--- config.mk ---
export PLATFORM = sky130hd
export DESIGN_NAME = sha512_fifo
export DESIGN_NICKNAME = d
export VERILOG_FILES = /design/src/rtl/sha512_pkg.sv /design/src/rtl/sha512_fifo.sv
export SDC_FILE = /design/constraint.sdc
export NUM_CORES = 1
export LEC_CHECK = 0
export ABC_AREA = 1
export BUFFER_PORTS_ARGS = -buffer_cell sky130_fd_sc_hd__buf_2
export CAP_MARGIN = 25
export CELL_PAD_IN_SITES_DETAIL_PLACEMENT = 1
export CELL_PAD_IN_SITES_GLOBAL_PLACEMENT = 1
export CORE_ASPECT_RATIO = 1.5
export CORE_MARGIN = 5
export CORE_UTILIZATION = 42
export CTS_CLUSTER_SIZE = 30
export DETAILED_ROUTE_END_ITERATION = 10
export PLACE_DENSITY_LB_ADDON = 0.1
export SETUP_SLACK_MARGIN = 0.5
export SYNTH_ARGS = -nofsm -noshare
export SYNTH_HDL_FRONTEND = slang
export SYNTH_SLANG_ARGS = --single-unit
--- constraint.sdc ---
create_clock -name clk -period 4.05 [get_ports clk]
set_input_delay 0.405 -clock clk [delete_from_list [all_inputs] [get_ports clk]]
set_output_delay 0.405 -clock clk [all_outputs]
set_load 0.005 [all_outputs]
--- src/rtl/sha512_pkg.sv ---
// ----------------------------------------------------------------------------
// SHA-512 package
// Shared types, round constants and round functions of the block hash engine.
// ----------------------------------------------------------------------------
package sha512_pkg;

	localparam int WordW = 64;
	localparam int Rounds = 80;
	localparam int FifoDepth = 4;

	typedef logic [WordW-1:0] word_t;

	// One classified message word handed from the front to the compression core.
	typedef struct packed {
		word_t word;
		logic  first;     // reload the initial hash value before this word
		logic  blk_end;   // sixteenth word of its block
		logic  emit;      // block closes the message: send the digest
	} entry_t;

	localparam word_t ROUND_K [Rounds] = '{
		64'h428a2f98d728ae22, 64'h7137449123ef65cd, 64'hb5c0fbcfec4d3b2f, 64'he9b5dba58189dbbc,
		64'h3956c25bf348b538, 64'h59f111f1b605d019, 64'h923f82a4af194f9b, 64'hab1c5ed5da6d8118,
		64'hd807aa98a3030242, 64'h12835b0145706fbe, 64'h243185be4ee4b28c, 64'h550c7dc3d5ffb4e2,
		64'h72be5d74f27b896f, 64'h80deb1fe3b1696b1, 64'h9bdc06a725c71235, 64'hc19bf174cf692694,
		64'he49b69c19ef14ad2, 64'hefbe4786384f25e3, 64'h0fc19dc68b8cd5b5, 64'h240ca1cc77ac9c65,
		64'h2de92c6f592b0275, 64'h4a7484aa6ea6e483, 64'h5cb0a9dcbd41fbd4, 64'h76f988da831153b5,
		64'h983e5152ee66dfab, 64'ha831c66d2db43210, 64'hb00327c898fb213f, 64'hbf597fc7beef0ee4,
		64'hc6e00bf33da88fc2, 64'hd5a79147930aa725, 64'h06ca6351e003826f, 64'h142929670a0e6e70,
		64'h27b70a8546d22ffc, 64'h2e1b21385c26c926, 64'h4d2c6dfc5ac42aed, 64'h53380d139d95b3df,
		64'h650a73548baf63de, 64'h766a0abb3c77b2a8, 64'h81c2c92e47edaee6, 64'h92722c851482353b,
		64'ha2bfe8a14cf10364, 64'ha81a664bbc423001, 64'hc24b8b70d0f89791, 64'hc76c51a30654be30,
		64'hd192e819d6ef5218, 64'hd69906245565a910, 64'hf40e35855771202a, 64'h106aa07032bbd1b8,
		64'h19a4c116b8d2d0c8, 64'h1e376c085141ab53, 64'h2748774cdf8eeb99, 64'h34b0bcb5e19b48a8,
		64'h391c0cb3c5c95a63, 64'h4ed8aa4ae3418acb, 64'h5b9cca4f7763e373, 64'h682e6ff3d6b2b8a3,
		64'h748f82ee5defb2fc, 64'h78a5636f43172f60, 64'h84c87814a1f0ab72, 64'h8cc702081a6439ec,
		64'h90befffa23631e28, 64'ha4506cebde82bde9, 64'hbef9a3f7b2c67915, 64'hc67178f2e372532b,
		64'hca273eceea26619c, 64'hd186b8c721c0c207, 64'heada7dd6cde0eb1e, 64'hf57d4f7fee6ed178,
		64'h06f067aa72176fba, 64'h0a637dc5a2c898a6, 64'h113f9804bef90dae, 64'h1b710b35131c471b,
		64'h28db77f523047d84, 64'h32caab7b40c72493, 64'h3c9ebe0a15c9bebc, 64'h431d67c49c100d4c,
		64'h4cc5d4becb3e42b6, 64'h597f299cfc657e2a, 64'h5fcb6fab3ad6faec, 64'h6c44198c4a475817
	};

	localparam word_t START_H [8] = '{
		64'h6a09e667f3bcc908, 64'hbb67ae8584caa73b, 64'h3c6ef372fe94f82b, 64'ha54ff53a5f1d36f1,
		64'h510e527fade682d1, 64'h9b05688c2b3e6c1f, 64'h1f83d9abfb41bd6b, 64'h5be0cd19137e2179
	};

	function automatic word_t rotr(input word_t v, input int n);
		return (v >> n) | (v << (WordW - n));
	endfunction

	function automatic word_t sig_lo(input word_t v);
		return rotr(v, 1) ^ rotr(v, 8) ^ (v >> 7);
	endfunction

	function automatic word_t sig_hi(input word_t v);
		return rotr(v, 19) ^ rotr(v, 61) ^ (v >> 6);
	endfunction

	function automatic word_t sum_a(input word_t v);
		return rotr(v, 28) ^ rotr(v, 34) ^ rotr(v, 39);
	endfunction

	function automatic word_t sum_e(input word_t v);
		return rotr(v, 14) ^ rotr(v, 18) ^ rotr(v, 41);
	endfunction

endpackage

--- src/rtl/sha512_fifo.sv ---
// ----------------------------------------------------------------------------
// SHA-512 word queue
// Four-entry queue of classified words between the front and the core.
// ----------------------------------------------------------------------------
module sha512_fifo (
	input  logic                clk,
	input  logic                arst_n,
	input  logic                push,
	input  sha512_pkg::entry_t  push_data,
	output logic                full,
	input  logic                pop,
	output logic                not_empty,
	output sha512_pkg::entry_t  pop_data
);
	import sha512_pkg::*;

	localparam int PtrW = $clog2(FifoDepth);

	entry_t            mem_q [FifoDepth];
	logic [PtrW-1:0]   wr_q, rd_q;
	logic [PtrW:0]     cnt_q;

	assign full      = (cnt_q == (PtrW+1)'(FifoDepth));
	assign not_empty = (cnt_q != '0);
	assign pop_data  = mem_q[rd_q];

	always_ff @(posedge clk) begin
		if (push && !full) mem_q[wr_q] <= push_data;
	end

	always_ff @(posedge clk or negedge arst_n) begin
		if (!arst_n) begin
			wr_q  <= '0;
			rd_q  <= '0;
			cnt_q <= '0;
		end else begin
			if (push && !full) wr_q <= wr_q + 1'b1;
			if (pop && not_empty) rd_q <= rd_q + 1'b1;
			cnt_q <= cnt_q + (PtrW+1)'(push && !full) - (PtrW+1)'(pop && not_empty);
		end
	end

endmodule

==> results.toml <==
[clocking]
h-tree-depth = 1
clockBufferDepth = 3
clk_pin_slew_ns = 0.06
ctsResizeCount = 0
cts_tree = "done"
cts.sinks = 275
clock_latency_ns = 0.52
cts-buffers-inserted = 26
cts_root_buf = "clkbuf_16"

[timing]
period_needed_ns = 2.73
max-slew-margin-rel_pct = 32.4
setup_viol = 0
worstMarginPinSlew_ns = 1.01
rsz0062_at_grt = "false"
skew_ns = 0.00802
tns_ns = 0
hold_viol_final = 0
period_share_pct = 67.4
slew_viol_final = 0
fmax_mhz = 366
setup_ws_ns = 1.32

[floorplanning]
ios = 140
start_util_pct = 42.4
die_y_um = 207
die_area_um2 = 29400
die_width_um = 142
num_rows = 72
core_region_area_um2 = 25800

[synthesis]
ys_seq_area_share_pct = 75.3
ys_types = 16
synthCells = 907
avgSynthCellArea_um2 = 12.0
yosys_warnings = 0
syn_area_um2 = 10900
syn_nets = 985
ys_seq_elements = 275

[power]
leakagePower_nw = 5.10
power_density_nw_per_um2 = 722
irDropWorstVdd_v = 0.000499
p_total_mw = 9.19

[drt]
vias = 6875
postRouteAntennaNets = 0
wire_per_inst_um = 17.2
via_per_inst = 4.94
drt_first_pass_iters = 4
wirelength_um = 24000
drc = 0
drt-initial-drc-count = 405

[worst_setup_path]
critPathCapture = "pop_data[33]"
path_class = "reg -> out"
r2r-end = "cnt_q[2]"
reg2reg_slack_ns = 1.76
startpoint = "rd_q[1]"
end_kind = "output pin"
r2r_cells = 10
critPathLaunchType = "flop"
worstPathMaxFanout = 70
r2r_start = "cnt_q[1]"
required_ns = 3.64
arrival_ns = 2.33

[final_layout]
final_util_pct = 49.4
drive_gt1_share_pct = 17.5
multi_input_area_um2 = 2170
nets = 1119
regArea_um2 = 8230
area_growth_pct = 16.7
final_common_cell = "edfxtp_1"
n_fill_cell = 2780
mostFrequentLayoutCells = "edfxtp_1, nand2_1, buf_2"

[placed_design]
dp_slack_ns = 1.73
place_congestion = 0.707
io_buffers = 139
place_hpwl_um = 14200

[global_routing]
grt_max_degree = 204
gr-total-overflow = 0
track_usage_pct = 16.3
grt_pass1_vias = 7445
grt_pass1_wl_um = 38200
antenna_found_initial = 1

[min_path]
hold_path_class = "in -> reg"

[run_status]
run_status = "finished clean"

[flow_run]
drv_cap = 0
[routing by layer]
metal,GRT usage (%),part of all wire [%],vias up
met5,0,0,-
met1,18.7,40,3426
li1,-,-,3305
met2,31.1,54,115
met4,4.21,1.9,0
met3,2.49,3.9,29
[cells by family (layout without fill, tap and decap cells)]
family          Yosys count  count (layout)  synth area share, %
fa+ha+maj                 7               7                0.871
simple gates            364             364                 12.6
buf+inv                 127             278                 5.07
flops                   275             275                 75.3
other cells               0               1                    0
compound gates          134             134                 6.14
[synthesized netlist by cell type (all sizes together)]
library cell  count  share of area, %
ha                6              0.69
nand2           220               7.6
nor2            139               4.8
inv              84               2.9
nand3             5              0.23
edfxtp          268                74
fa                1              0.18
dfrtp             7               1.6
clkbuf           12              0.41
o21ai           134               6.1
buf              31               1.8
[timing repair]
| item | in CTS | in global routing |
|---|---|---|
| hold endpoints to repair | 7 | 0 |
| hold buffers | 1 | 0 |
| setup buffers | 0 | 0 |
[metrics by stage]
step	instances	hold WS, ns	cell area, um^2
after floorplan	907	0.109	10900
after global placement	1345	0.254	11900
after detailed placement	1345	0.258	11900
after CTS	1391	0.0805	12700
after global routing	1391	0.0821	12700
final	1392	0.102	12700
[how the worst min path moves through the flow]
stage	startpoint	endpoint	slack, ns	depth (start not counted)
6_report	push_data[64]	mem_q[0][64]	0.10	1
5_1_grt	push_data[43]	mem_q[3][43]	0.08	1
4_1_cts	push_data[4]	mem_q[1][4]	0.08	1
3_5_place_dp	arst_n	cnt_q[2]	0.26	1
3_3_place_gp	arst_n	cnt_q[2]	0.25	1
2_1_floorplan	arst_n	cnt_q[0]	0.11	0
[area by class of cell]
cell class              count  share of cell area, %
flip-flops and latches    275                   64.6
clock buffers              33                   5.48
diodes                      1                 0.0196
clock inverters            12                  0.776
multi-input cells         505                   17.0
well taps                 333                   3.27
repair buffers            149                   6.36
inverters                  84                   2.49
[where the power goes]
| part | total, mW | internal (mW) | switching, mW | leakage [nW] |
|---|---|---|---|---|
| logic | 2.99 | 0.975 | 2.02 | 2.18 |
| registers | 3.88 | 3.75 | 0.132 | 2.54 |
| clock network | 2.32 | 1.33 | 0.984 | 0.386 |
| total | 9.19 | 6.06 | 3.13 | 5.10 |
[flip-flops by register name, summed over array words and instances (netlist names)]
name   cells
rd_q       2
wr_q       2
mem_q    268
cnt_q      3
[critical path, cell delays in order, from the launching register on]
cell and delay, ns:
dfrtp_1 0.41, inv_4 0.52, buf_12 0.39, nor2_1 0.10
o21ai_0 0.10, nand2_1 0.10, buf_2 0.14
Note: power is estimated with default switching activity, not from simulation.
