`config.mk`:
```
export PLATFORM = sky130hd
export DESIGN_NAME = sha512_front
export DESIGN_NICKNAME = d
export VERILOG_FILES = /design/src/rtl/sha512_pkg.sv /design/src/rtl/sha512_front.sv
export SDC_FILE = /design/constraint.sdc
export NUM_CORES = 1
export LEC_CHECK = 0
export BUFFER_PORTS_ARGS = -buffer_cell sky130_fd_sc_hd__clkbuf_2
export CORE_MARGIN = 5
export CORE_UTILIZATION = 29
export DETAILED_ROUTE_END_ITERATION = 7
export GPL_TIMING_DRIVEN = 0
export PLACE_DENSITY = 0.93
export SETUP_SLACK_MARGIN = 0.15
export SYNTH_ARGS = -nofsm -noshare
export SYNTH_HDL_FRONTEND = slang
export SYNTH_SLANG_ARGS = --single-unit
```
`constraint.sdc`:
```
create_clock -name clk -period 3.2 [get_ports clk]
set_input_delay 0 -clock clk [delete_from_list [all_inputs] [get_ports clk]]
set_output_delay 0 -clock clk [all_outputs]
set_load 0.005 [all_outputs]
```
`src/rtl/sha512_pkg.sv`:
```
// ----------------------------------------------------------------------------
// SHA-512 package
// Shared types, round constants and round functions of the block hash engine.
// ----------------------------------------------------------------------------
package sha512_pkg;

	localparam int WordW = 64;
	localparam int Rounds = 80;
	localparam int FifoDepth = 4;

	typedef logic [WordW-1:0] word_t;

	// One classified message word handed from the front to the compression core.
	typedef struct packed {
		word_t word;
		logic  first;     // reload the initial hash value before this word
		logic  blk_end;   // sixteenth word of its block
		logic  emit;      // block closes the message: send the digest
	} entry_t;

	localparam word_t ROUND_K [Rounds] = '{
		64'h428a2f98d728ae22, 64'h7137449123ef65cd, 64'hb5c0fbcfec4d3b2f, 64'he9b5dba58189dbbc,
		64'h3956c25bf348b538, 64'h59f111f1b605d019, 64'h923f82a4af194f9b, 64'hab1c5ed5da6d8118,
		64'hd807aa98a3030242, 64'h12835b0145706fbe, 64'h243185be4ee4b28c, 64'h550c7dc3d5ffb4e2,
		64'h72be5d74f27b896f, 64'h80deb1fe3b1696b1, 64'h9bdc06a725c71235, 64'hc19bf174cf692694,
		64'he49b69c19ef14ad2, 64'hefbe4786384f25e3, 64'h0fc19dc68b8cd5b5, 64'h240ca1cc77ac9c65,
		64'h2de92c6f592b0275, 64'h4a7484aa6ea6e483, 64'h5cb0a9dcbd41fbd4, 64'h76f988da831153b5,
		64'h983e5152ee66dfab, 64'ha831c66d2db43210, 64'hb00327c898fb213f, 64'hbf597fc7beef0ee4,
		64'hc6e00bf33da88fc2, 64'hd5a79147930aa725, 64'h06ca6351e003826f, 64'h142929670a0e6e70,
		64'h27b70a8546d22ffc, 64'h2e1b21385c26c926, 64'h4d2c6dfc5ac42aed, 64'h53380d139d95b3df,
		64'h650a73548baf63de, 64'h766a0abb3c77b2a8, 64'h81c2c92e47edaee6, 64'h92722c851482353b,
		64'ha2bfe8a14cf10364, 64'ha81a664bbc423001, 64'hc24b8b70d0f89791, 64'hc76c51a30654be30,
		64'hd192e819d6ef5218, 64'hd69906245565a910, 64'hf40e35855771202a, 64'h106aa07032bbd1b8,
		64'h19a4c116b8d2d0c8, 64'h1e376c085141ab53, 64'h2748774cdf8eeb99, 64'h34b0bcb5e19b48a8,
		64'h391c0cb3c5c95a63, 64'h4ed8aa4ae3418acb, 64'h5b9cca4f7763e373, 64'h682e6ff3d6b2b8a3,
		64'h748f82ee5defb2fc, 64'h78a5636f43172f60, 64'h84c87814a1f0ab72, 64'h8cc702081a6439ec,
		64'h90befffa23631e28, 64'ha4506cebde82bde9, 64'hbef9a3f7b2c67915, 64'hc67178f2e372532b,
		64'hca273eceea26619c, 64'hd186b8c721c0c207, 64'heada7dd6cde0eb1e, 64'hf57d4f7fee6ed178,
		64'h06f067aa72176fba, 64'h0a637dc5a2c898a6, 64'h113f9804bef90dae, 64'h1b710b35131c471b,
		64'h28db77f523047d84, 64'h32caab7b40c72493, 64'h3c9ebe0a15c9bebc, 64'h431d67c49c100d4c,
		64'h4cc5d4becb3e42b6, 64'h597f299cfc657e2a, 64'h5fcb6fab3ad6faec, 64'h6c44198c4a475817
	};

	localparam word_t START_H [8] = '{
		64'h6a09e667f3bcc908, 64'hbb67ae8584caa73b, 64'h3c6ef372fe94f82b, 64'ha54ff53a5f1d36f1,
		64'h510e527fade682d1, 64'h9b05688c2b3e6c1f, 64'h1f83d9abfb41bd6b, 64'h5be0cd19137e2179
	};

	function automatic word_t rotr(input word_t v, input int n);
		return (v >> n) | (v << (WordW - n));
	endfunction

	function automatic word_t sig_lo(input word_t v);
		return rotr(v, 1) ^ rotr(v, 8) ^ (v >> 7);
	endfunction

	function automatic word_t sig_hi(input word_t v);
		return rotr(v, 19) ^ rotr(v, 61) ^ (v >> 6);
	endfunction

	function automatic word_t sum_a(input word_t v);
		return rotr(v, 28) ^ rotr(v, 34) ^ rotr(v, 39);
	endfunction

	function automatic word_t sum_e(input word_t v);
		return rotr(v, 14) ^ rotr(v, 18) ^ rotr(v, 41);
	endfunction

endpackage

```
`src/rtl/sha512_front.sv`:
```
// ----------------------------------------------------------------------------
// SHA-512 front end
// Accepts message words, tracks block position and marks block and message ends.
// ----------------------------------------------------------------------------
module sha512_front (
	input  logic                clk,
	input  logic                arst_n,
	input  logic                in_valid,
	output logic                in_ready,
	input  sha512_pkg::word_t   in_word,
	input  logic                in_first,
	input  logic                in_last,
	output logic                push,
	output sha512_pkg::entry_t  push_data,
	input  logic                q_full
);
	import sha512_pkg::*;

	logic [3:0] count_q;
	logic       ends_q;
	logic [3:0] idx;
	logic       ends;

	assign in_ready = !q_full;
	assign push     = in_valid && !q_full;

	// A start marker drops any partly gathered block.
	assign idx  = in_first ? 4'd0 : count_q;
	assign ends = (in_first ? 1'b0 : ends_q) | in_last;

	always_comb begin
		push_data.word    = in_word;
		push_data.first   = in_first;
		push_data.blk_end = (idx == 4'd15);
		push_data.emit    = (idx == 4'd15) && ends;
	end

	always_ff @(posedge clk or negedge arst_n) begin
		if (!arst_n) begin
			count_q <= '0;
			ends_q  <= 1'b0;
		end else if (push) begin
			count_q <= idx + 4'd1;
			ends_q  <= (idx == 4'd15) ? 1'b0 : ends;
		end
	end

endmodule

```
==> out/results.txt <==
The die is 62.1 um wide. The initial utilization of the core area, before any placement, comes to 30.9%. Before antenna repair, the detailed router went through 3 iterations.

Data on the critical path is required at its endpoint by 3.20 ns. In this run the worst hold path is classified as in -> async. Counting flops with a built-in enable in the synthesized netlist gives 0. The number of gates resized after CTS was 0. Counting the buffers created by CTS gives 3.

Maximum operating frequency: 0.699 GHz. The peak per-stage delay on the critical path is 0.35 ns. With fillers left out, the area of the finished cells amounts to 1240 um^2.

The total overflow left after global routing is 0. Combinational logic is responsible for 46.9% of the overall power. The number of top-level design ports is 139. For this design the static power due to leakage is 0.796 nW. Summing all placed instances gives a cell area of 1190 um^2. For the number of global-route vias before repair, the log shows 730. Synthesis produced a netlist with a net count of 170. Setup violations remaining at the end of the flow were counted as 0. The total count of max-transition violations in the final report came out at 0. For the weighted congestion at the end of routability-driven global placement, the log shows 0.682. The worst-skew pair later-pin latency is 0.25 ns.

The tools report the number of nets in the final layout as 251. For this design, the slowest cell found on the critical path is dfrtp_1. The internal portion of the total power is 0.215 mW. By area the synthesized netlist is led by buf_4, dfrtp_1, nand2_1, nor2b_1, o21ai_0. For the die area, the log shows 3860 um^2. The instance count of the mapped netlist was 99; the clock tree buffer depth was 2.

In this run the power density over the cells is 240 nW/um^2. The initial antenna violation count is 0. After detailed routing, the average wire length per cell comes to 11.0 um. For the number of H-tree levels, the log shows 1. The most common cell in the synthesized netlist is buf_4.

The count of nets left with antenna violations once routing finished came out at 0. The number of clock sinks is 5, and the net switching share of the total power is 27.8%. The kind of capture point of the worst setup path was a primary output.

The ratio of final minimum period to clock period was 44.7%; the final critical-path required period was 1.43 ns. Global routing consumed, over all layers together, 9.93% of the routing resources. Synthesis inferred 5 register bits. The number of placement rows is 18.

The layout cell share with drive strength beyond 1 was 81.0%; the wire length of the first global-routing pass was 2720 um. The wire-length estimate of the detail-placed layout is 2130 um. Per report_power, the clock group accounts for 25.3% of the total.

The library cell with the largest summed area after synthesis is buf_4. The post-route clock skew came out at 0.00182 ns. The run gives 250 as the fill cell instance count of the final layout.

The layout overhead on the synthesized area was 57.7%; the fraction of post-synthesis cell area in the top cell type by area was 62.0%. The slew at the pin closest to its max-slew limit is 0.217 ns. For this block, the routed nets add up to 2300 um of wire. Using the TritonRoute via totals, the vias-per-cell ratio works out to 3.95. The number of setup buffers added after CTS is 0, and the signal arrival time at the worst endpoint is 1.43 ns. Adding up every negative setup slack in the final design gives 0 ns. The kind of critical path was reg -> out.

The run gives 787 um^2 as the netlist area before placement. The number of buffer cells added on primary ports is 74. Across all layers, the routed design uses 825 vias. Sequential-to-total area share from yosys stat: 15.9%.

After the first detailed-routing iteration, the DRC count stood at 10. The maximum VDD drop was 0.148 mV. The core region is 2540 um^2. In the synthesized netlist, the cells that appear most often are buf_4, nand2_1, dfrtp_1. The flow ran to the end, and the final reports show no timing, DRC or antenna violations.

Clock tree synthesis selected as its root buffer the cell clkbuf_4. The Yosys step of the flow raised 0 warnings. For the reported net switching power, the log shows 0.0830 mW. Entering global routing, the biggest net connects 11 pins. 0 antenna diodes ended up in the layout.

The tools report the number of distinct library cells after synthesis as 19. The signal on the critical path passes through nor2b_1 > ha_1 > nand4b_1 > nor2_1 > clkbuf_2. The worst-path maximum fanout works out to 4. TritonCTS built the clock tree. In the routed design, unresolved DRC markers number 0. The flip-flop cell with the highest count after synthesis was dfrtp_1. A synthesized cell averages 7.95 um^2. Total count of hold-check failures in the final report: 0.

In this run the tightest slew margin relative to its limit is 85.4%. The share of power burned in registers is 27.8%, and the clock transition at the registers of the reported paths is 0.05 ns. The kind of start point of the critical path was a flip-flop. The tool flagged a number of max-cap violations equal to 0.

The die is 62.1 um tall. Setup repair after global routing left no endpoint under its margin. Counting flops with an async set or reset pin after synthesis yields a share of 100%.
## sequential cells by signal, summed over array words and instances, names as in the netlist
signal / count
count_q: 4
ends_q: 1
## worst max-delay path, delay by kind of cell, from the launching register on
| kind | cells | cell delay (ns) |
|---|---|---|
| and+or+nand+nor | 3 | 0.48 |
| DFF | 1 | 0.35 |
| adders and majority gates | 1 | 0.24 |
| buffers and inverters | 1 | 0.12 |
## power groups by stage
| stage | Sequential, mW | Clock [mW] | Combinational [mW] |
|---|---|---|---|
| floorplan | 0.0813 | 0 | 0.0876 |
| global placement | 0.0832 | 0 | 0.137 |
| detailed placement | 0.0840 | 0 | 0.141 |
| CTS | 0.0829 | 0.0780 | 0.143 |
| global route | 0.0844 | 0.0811 | 0.156 |
| finish | 0.0829 | 0.0756 | 0.140 |
## repair_timing
item,in CTS,in global routing
endpoints found under the setup margin,0,0
endpoints found under the hold margin,6,0
hold buffers,2,0
## final timing paths
path / startpoint / to / slack, ns / cells past startpoint
max: count_q[0] / push_data[0] / 1.77 / 5
min: arst_n / ends_q / 0.12 / 2
max reg2reg: count_q[0] / ends_q / 1.98 / 5
min reg2reg: count_q[1] / count_q[1] / 0.50 / 2
max in group asynchronous: arst_n / count_q[2] / 2.94 / 2
min in group clk: in_valid / count_q[0] / 0.17 / 4
## per-layer routing
layer | share of wire, % | track usage [%] | vias up
li1 | - | - | 407
met1 | 25 | 9.18 | 337
met2 | 51 | 17.6 | 77
met3 | 21 | 3.72 | 4
met4 | 2.3 | 7.27 | 0
met5 | 0 | 0 | -
## layout make-up
cell class | count | area, um^2 | share of cell area (%)
Buffer | 66 | 499 | 40.2
Clock buffer | 4 | 26.3 | 2.12
Inverter | 4 | 16.3 | 1.31
Multi-Input combinational cell | 24 | 146 | 11.8
Sequential cell | 5 | 125 | 10.1
Tap cell | 30 | 37.5 | 3.02
Timing Repair Buffer | 76 | 390 | 31.5
## per-stage QoR
stage	setup WS (ns)	power (mW)	util, %	hold slack [ns]	instances
floorplan	2.10	0.169	-	-0.296	99
global placement	2.01	0.221	47.0	-0.176	203
detailed placement	1.98	0.225	47.0	-0.170	203
CTS	1.76	0.304	48.8	0.128	209
global route	1.62	0.321	48.8	0.137	209
finish	1.77	0.298	48.8	0.119	209
## logic make-up after synthesis
family,after synthesis,share of synthesized area [%]
flops,5,15.9
simple gates,15,10.7
fa+ha+maj,1,1.59
compound gates,8,6.36
buf+inv,70,65.5
## cell usage in the layout (no fill, tap or decap), drive strengths merged, types with 2 or more instances in the layout
cell type | netlist | routed
clkbuf | 0 | 78
nand3 | 2 | 2
dlygate4sd3 | 0 | 2
buf | 66 | 66
nor2b | 3 | 3
o21ai | 4 | 4
inv | 3 | 3
nand2 | 6 | 6
dfrtp | 5 | 5
Power figures use the tool's default switching activity.
